**src/design/hsv2rgb_pkg.sv**
```systemverilog
// ----------------------------------------------------------------------------
// hsv2rgb_pkg
// shared types and constants of the hsv to rgb converter
// ----------------------------------------------------------------------------
`default_nettype none

package hsv2rgb_pkg;

   // number of register stages in the datapath
   localparam int NUM_STAGES = 7;

   // width of the secondary channel quotient before the final divide by fifteen
   localparam int QUOT_W = 12;

   // floor(y / 15) for y below 2**QUOT_W: multiply by 4369 / 2**16, then fix by one
   localparam int DIV15_DIVISOR = 15;
   localparam int DIV15_RECIP_W = 13;
   localparam logic [DIV15_RECIP_W-1:0] DIV15_RECIP = 13'd4369;
   localparam int DIV15_SHIFT = 16;

   // hue sector codes, one per 60 degrees
   typedef enum logic [2:0] {
      SECT_0 = 3'd0,
      SECT_1 = 3'd1,
      SECT_2 = 3'd2,
      SECT_3 = 3'd3,
      SECT_4 = 3'd4,
      SECT_5 = 3'd5
   } sector_type;

   typedef struct packed {
      logic signed [15:0] hue;
      logic signed [15:0] saturation;
      logic signed [15:0] brightness;
      logic [7:0]         alpha_in;
   } req_payload_type;

   typedef struct packed {
      logic [7:0] red;
      logic [7:0] green;
      logic [7:0] blue;
      logic [7:0] alpha_out;
   } rsp_payload_type;

endpackage

`default_nettype wire

```
**src/design/hsv2rgb_sector.sv**
```systemverilog
// ----------------------------------------------------------------------------
// hsv2rgb_sector
// splits a reduced hue into its sector and the distance from the sector
// pair's center
// ----------------------------------------------------------------------------
`default_nettype none

module hsv2rgb_sector
   import hsv2rgb_pkg::*;
#(
   parameter int HUE_FRAC_BITS = 6
) (
   input  wire logic [$clog2(360 << HUE_FRAC_BITS)-1:0]      hue_mod,
   output sector_type                                        sector,
   output logic [$clog2((60 << HUE_FRAC_BITS) + 1)-1:0]      center_gap
);

   localparam int SECTOR = 60 << HUE_FRAC_BITS;
   localparam int FULL   = 6 * SECTOR;
   localparam int RW     = $clog2(FULL);
   localparam int DW     = $clog2(SECTOR + 1);

   logic [1:0]    pair;
   logic [RW-1:0] t;
   logic          upper;

   always_comb begin
      priority if (hue_mod >= RW'(4 * SECTOR)) begin
         pair = 2'd2;
         t    = hue_mod - RW'(4 * SECTOR);
      end else if (hue_mod >= RW'(2 * SECTOR)) begin
         pair = 2'd1;
         t    = hue_mod - RW'(2 * SECTOR);
      end else begin
         pair = 2'd0;
         t    = hue_mod;
      end
      upper = (t >= RW'(SECTOR));
      // |t - sector|, at most one sector
      if (upper) begin
         center_gap = DW'(t - RW'(SECTOR));
      end else begin
         center_gap = DW'(RW'(SECTOR) - t);
      end
      sector = sector_type'({pair, upper});
   end

endmodule

`default_nettype wire

```
**config.mk**
```make
export PLATFORM = sky130hd
export DESIGN_NAME = hsv2rgb_sector
export DESIGN_NICKNAME = d
export VERILOG_FILES = /design/src/design/hsv2rgb_pkg.sv /design/src/design/hsv2rgb_sector.sv
export SDC_FILE = /design/constraint.sdc
export NUM_CORES = 1
export LEC_CHECK = 0
export CAP_MARGIN = 0
export CORE_AREA = 2 2 42 44
export DETAILED_ROUTE_END_ITERATION = 6
export DIE_AREA = 0 0 44 46
export DONT_BUFFER_PORTS = 1
export PLACE_DENSITY = 0.66
export RECOVER_POWER = 25
export SYNTH_ARGS = -nofsm -noshare
export SYNTH_HDL_FRONTEND = slang
export SYNTH_SLANG_ARGS = --single-unit
```
**constraint.sdc**
```tcl
create_clock -name vclk -period 6.5
set_input_delay 0.65 -clock vclk [all_inputs]
set_output_delay 0.65 -clock vclk [all_outputs]
set_load 0.05 [all_outputs]
```
* Yosys cells after proc, flatten, opt, wreduce, memory -nomap -nowiden *
Index checks and enable logic that the tools add are counted.

storage, ports and cells
  output and inout bits = 15
  logic and storage cells = 12
  bits in registers = 0

operators by class
  add/sub/neg operators = 4
  magnitude comparators = 3
  multiplexer cells = 5

operators with widths
  operator                                                                                count
  15-bit two-way mux                                                                      2
  15-bit by 12-bit greater-or-equal comparator with 1-bit output (second input constant)  1
  15-bit by 13-bit greater-or-equal comparator with 1-bit output (second input constant)  1
  15-bit by 14-bit greater-or-equal comparator with 1-bit output (second input constant)  1
  15-bit by 13-bit subtractor with 15-bit output (second input constant)                  1
  15-bit by 14-bit subtractor with 15-bit output (second input constant)                  1
  12-bit two-way mux                                                                      1
  12-bit subtractor (first input constant)                                                1
  12-bit subtractor (second input constant)                                               1
  2-bit two-way mux                                                                       1
  1-bit two-way mux                                                                       1

* Longest topological paths before layout *
  depth after elaboration = 5
  gate-level depth with buffers = 15

* Worst setup path after synthesis *
Ideal clock, no wire load.

  kind = input port to output port
  from = input hue_mod[9]
  to = output center_gap[9]
  buffers on the path = 1
  stages on the path = 14
  arrival time = 4.402 ns
  data required time = 5.850 ns
  setup slack = 1.448 ns
  cell sequence = inv_1 -> ha_1 -> nand3_1 -> nor3b_2 -> a21oi_2 -> inv_1 -> a21oi_1 -> nor2_1 -> a21o_1 -> ha_1 -> a31oi_1 -> o31ai_2 -> buf_6 -> o21ai_0

on the way
  word-level cells in the longest chain between the ends = 5
  elaborated cells on any way between the ends = 10

ends and longest elaborated chain
  item                                                                                                                              RTL line                                    RTL
  from (decl)                                                                                                                       hsv2rgb_sector.sv:13                        input wire logic [$clog2(360 << HUE_FRAC_BITS)-1:0] hue_mod,
  15-bit by 13-bit subtractor with 15-bit output or 15-bit by 13-bit greater-or-equal comparator with 1-bit output (tied branches)  hsv2rgb_sector.sv:33, hsv2rgb_sector.sv:31
  15-bit two-way mux                                                                                                                hsv2rgb_sector.sv:31                        end else if (hue_mod >= RW'(2 * SECTOR)) begin
  15-bit two-way mux (*)                                                                                                            hsv2rgb_sector.sv:28                        priority if (hue_mod >= RW'(4 * SECTOR)) begin
  15-bit by 12-bit greater-or-equal comparator with 1-bit output (*)                                                                hsv2rgb_sector.sv:38                        upper = (t >= RW'(SECTOR));
  named net upper                                                                                                                   hsv2rgb_sector.sv:25                        logic upper;
  12-bit two-way mux (*)                                                                                                            hsv2rgb_sector.sv:40                        if (upper) begin
  to (decl)                                                                                                                         hsv2rgb_sector.sv:15                        output logic [$clog2((60 << HUE_FRAC_BITS) + 1)-1:0] center_gap

The timed path passes the listed nets; every way through them passes the cells marked *.

* Worst setup path in the final report *
  from = input hue_mod[9]
  to = output center_gap[9]

on the way
  word-level cells in the longest chain between the ends = 5
  elaborated cells on any way between the ends = 10

ends and longest elaborated chain
  item                                                                                                                              RTL line                                    RTL
  15-bit by 13-bit subtractor with 15-bit output or 15-bit by 13-bit greater-or-equal comparator with 1-bit output (tied branches)  hsv2rgb_sector.sv:33, hsv2rgb_sector.sv:31
  15-bit two-way mux                                                                                                                hsv2rgb_sector.sv:31
  15-bit two-way mux (*)                                                                                                            hsv2rgb_sector.sv:28
  15-bit by 12-bit greater-or-equal comparator with 1-bit output (*)                                                                hsv2rgb_sector.sv:38
  named net sector[0]                                                                                                               hsv2rgb_sector.sv:14                        output sector_type sector,
  12-bit two-way mux (*)                                                                                                            hsv2rgb_sector.sv:40

Marked as above.

==> results.rst <==
.. list-table::
   :header-rows: 1

   * - Metric
     - Value
   * - Arrival @ worst endpoint
     - roughly 4.2 ns
   * - Residual DRC
     - 0
   * - # nets final
     - 133
   * - Met3 layer usage reported by global route
     - 2.78%
   * - Post-Route WL
     - 1790 um
   * - Die width
     - ~44 um
   * - Global placement routability congestion
     - between 0.8 and 0.9
   * - Number of failing hold endpoints at the final stage
     - 0
   * - Count of placed standard cells including taps
     - 127
   * - Die extent in y
     - 46 um
   * - Floorplan row count
     - 15
   * - Flop pwr share
     - 0%
   * - Final non-filler cell total
     - ~130
   * - Min cycle time layout
     - approximately 4.9 ns
   * - Aggregate global routing overflow
     - 0
   * - Antenna-violating nets left
     - 0
   * - Outcome
     - finished clean
   * - Drt first-iter violations
     - 12
   * - Most frequent cells in the layout
     - 16 x sky130_fd_sc_hd__nand2_1, 9 x sky130_fd_sc_hd__nor2_1, 9 x sky130_fd_sc_hd__buf_4, 8 x sky130_fd_sc_hd__a21oi_2, 7 x sky130_fd_sc_hd__xor2_1
   * - Vias in the first global route
     - ~760
   * - Clock Power Share
     - 0%
   * - Die Footprint
     - roughly 2000 um2
   * - CP Data Required Time
     - about 6 ns
   * - Mean routed wirelength per cell
     - about 14 um
   * - Total negative slack for setup checks
     - 0 ns
   * - Total inserted antenna cells
     - 0
   * - Total setup violations reported at the end of the flow
     - 0
   * - Area growth from synthesis to final layout
     - 5.48%
   * - Switching share of total power
     - between 70 and 80%
   * - Worst setup EP type
     - output port
   * - Cell area after layout
     - ~840 um2
   * - Most common cell after layout, fill and taps aside
     - sky130_fd_sc_hd__nand2_1
   * - Number of post-CTS setup repair buffers
     - 0
   * - Combinational power share
     - between 90% and 100%
   * - Power per standard cell area
     - 127 nW/um2
   * - Syn. warnings
     - 0
   * - Initial antenna violation count
     - 0
   * - Wire length of the first global-routing pass
     - approximately 3100 um
   * - GR met1 Demand/Resource
     - about a quarter
   * - Detail-routed via count per cell
     - about 6
   * - Worst vdd rail ir drop
     - 79.5 uV
   * - Number of clock-tree buffers in the layout
     - 0
   * - Internal Dissipation
     - ~0.000032 W
   * - Power spent charging and discharging nets
     - 0.0000751 W
   * - IO buf count
     - 0
   * - CTS resizes
     - 0
   * - I/O pin count
     - 30
   * - Syn Area/Cell
     - between 7 and 8 um2
   * - Kind of start point of the critical path
     - input port
   * - Fraction of layout instances using a drive strength above 1
     - about a quarter
   * - Number of hold buffers added after CTS
     - 0
   * - Share of the core filled with cells
     - 52.2%
   * - Most utilized layer in the global route result
     - met2
   * - Count of vias placed by the detailed router
     - 774
   * - Syn nets
     - approximately 130
   * - Worst hold path type
     - in -> out
   * - Aggregate global-route resource usage
     - between 10% and 20%
   * - Half-perimeter wire length after detailed placement
     - approximately 1500 um
   * - Most area-consuming cells after synthesis
     - sky130_fd_sc_hd__a21oi_2 9.9%, sky130_fd_sc_hd__ha_1 9.4%, sky130_fd_sc_hd__xor2_1 7.7%
   * - Met2 track demand over resource in global routing
     - between 30 and 40%
   * - Floorplan core area
     - 1610 um2
   * - Initial standard-cell utilization of the core
     - 49.5%
   * - Netlist area before placement
     - ~800 um2
   * - Max FO, Critical Path
     - 11
   * - Transition at the pin with the smallest max-transition slack
     - about 1.0 ns
   * - Top achievable clock speed
     - a little over 200 MHz
   * - Unrepaired setup endpoints after global routing
     - no
   * - Leakage power of the design
     - approximately 0.34 nW
   * - Maximum Capacitance Violations
     - 0
   * - Seq. cell area
     - 0 um2
   * - Largest net degree at the start of global routing
     - 12
   * - Cell type with the largest total area after synthesis
     - sky130_fd_sc_hd__a21oi_2
   * - Max-slew headroom
     - a little under a third
   * - Final Cycle Share
     - 74.8%
   * - FF+latch count
     - 0
   * - Top cell type's share of synthesized area
     - under 10%
   * - Post-synthesis sequential area ratio
     - 0%
   * - Instance area after placement
     - 852 um2
   * - TritonRoute pass-1 iters
     - 4
   * - Category of the most critical setup path
     - in -> out
   * - Pins Over Slew Limit
     - 0
   * - Post-synthesis instance total
     - ~110
   * - Count of cell types in the netlist
     - 42
## metrics by stage
| stage | hold slack, ns | total power, W | setup slack (ns) |
|---|---|---|---|
| floorplan | 1.47 | 0.0000932 | 1.45 |
| global placement | 1.30 | 0.000106 | 1.98 |
| detailed placement | 1.30 | 0.000108 | 1.95 |
| CTS | 1.30 | 0.000108 | 1.93 |
| global route | 1.30 | 0.000115 | 1.30 |
| finish | 1.30 | 0.000107 | 1.64 |
## worst max-delay path: stages
cell,delay (ns)
sky130_fd_sc_hd__inv_1,0.09
sky130_fd_sc_hd__ha_1,0.15
sky130_fd_sc_hd__nand3_1,0.08
sky130_fd_sc_hd__nor3b_1,0.53
sky130_fd_sc_hd__a21oi_1,0.26
sky130_fd_sc_hd__inv_1,0.43
sky130_fd_sc_hd__a21oi_1,0.10
sky130_fd_sc_hd__buf_4,0.22
sky130_fd_sc_hd__nor2_1,0.10
sky130_fd_sc_hd__a21o_1,0.15
sky130_fd_sc_hd__ha_1,0.21
sky130_fd_sc_hd__a31oi_1,0.13
sky130_fd_sc_hd__o31ai_4,0.18
sky130_fd_sc_hd__buf_4,0.32
sky130_fd_sc_hd__nand2_1,0.09
sky130_fd_sc_hd__o21ai_1,0.51
## synth_stat cells
cell	number
sky130_fd_sc_hd__xnor2_1	5
sky130_fd_sc_hd__nor3_1	3
sky130_fd_sc_hd__nor2_2	2
sky130_fd_sc_hd__o211ai_1	1
sky130_fd_sc_hd__mux2_4	1
sky130_fd_sc_hd__o21ai_1	1
sky130_fd_sc_hd__and4_4	1
sky130_fd_sc_hd__a21oi_1	2
sky130_fd_sc_hd__a211oi_4	1
sky130_fd_sc_hd__xor2_1	7
sky130_fd_sc_hd__mux2i_1	2
sky130_fd_sc_hd__a21boi_0	1
sky130_fd_sc_hd__nand2_1	16
sky130_fd_sc_hd__clkbuf_8	1
sky130_fd_sc_hd__nand3_1	4
sky130_fd_sc_hd__nor2_1	9
sky130_fd_sc_hd__o21ai_0	1
sky130_fd_sc_hd__o211a_1	1
sky130_fd_sc_hd__a211oi_1	2
sky130_fd_sc_hd__or2b_2	1
sky130_fd_sc_hd__buf_4	2
sky130_fd_sc_hd__and3_4	1
sky130_fd_sc_hd__o2bb2ai_1	1
sky130_fd_sc_hd__a2111oi_4	1
sky130_fd_sc_hd__buf_6	1
sky130_fd_sc_hd__nor2b_1	2
sky130_fd_sc_hd__and4b_1	1
sky130_fd_sc_hd__ha_1	6
sky130_fd_sc_hd__nor3b_2	1
sky130_fd_sc_hd__and2_1	1
sky130_fd_sc_hd__nand4_1	2
sky130_fd_sc_hd__a21o_1	1
sky130_fd_sc_hd__a41oi_1	2
sky130_fd_sc_hd__a31oi_1	1
sky130_fd_sc_hd__nor4_4	1
sky130_fd_sc_hd__inv_2	1
sky130_fd_sc_hd__o31ai_2	1
sky130_fd_sc_hd__clkbuf_2	2
sky130_fd_sc_hd__inv_1	5
sky130_fd_sc_hd__o31ai_1	1
sky130_fd_sc_hd__a2bb2oi_1	2
sky130_fd_sc_hd__a21oi_2	9
## final timing paths
kind,startpoint,end,cells past startpoint
worst min-delay path,hue_mod[0],center_gap[0],0
worst max-delay path,hue_mod[9],center_gap[9],16
## power by group through the flow
stage | Combinational (W) | Sequential (W) | Clock [W]
after floorplan | 0.0000932 | 0 | 0
after global placement | 0.000106 | 0 | 0
after detailed placement | 0.000108 | 0 | 0
after CTS | 0.000108 | 0 | 0
after global routing | 0.000115 | 0 | 0
final | 0.000107 | 0 | 0
## cell families (layout without fill, tap and decap cells)
logic type | count (synthesis) | in the layout | share of synthesized area (%)
AO/OA/AOI/OAI | 29 | 29 | 33.0
XOR/XNOR | 12 | 12 | 13.1
adder cells (fa/ha/maj) | 6 | 6 | 9.39
multiplexers | 3 | 3 | 4.38
buffers and inverters | 12 | 15 | 9.08
AND/OR/NAND/NOR | 45 | 45 | 31.0
## per-layer routing
layer | routed length [um] | vias to the layer above
met5 | 0 | -
met4 | 0 | 0
met3 | 89 | 0
met2 | 908 | 17
met1 | 794 | 365
li1 | - | 392
## cell type report
| type | instances | area (um2) |
|---|---|---|
| Multi-Input combinational cell | 95 | 732 |
| Fill cell | 165 | 771 |
| Tap cell | 17 | 21.3 |
| Inverter | 6 | 22.5 |
| Timing Repair Buffer | 9 | 67.6 |
(Power assumes the default switching activity.)
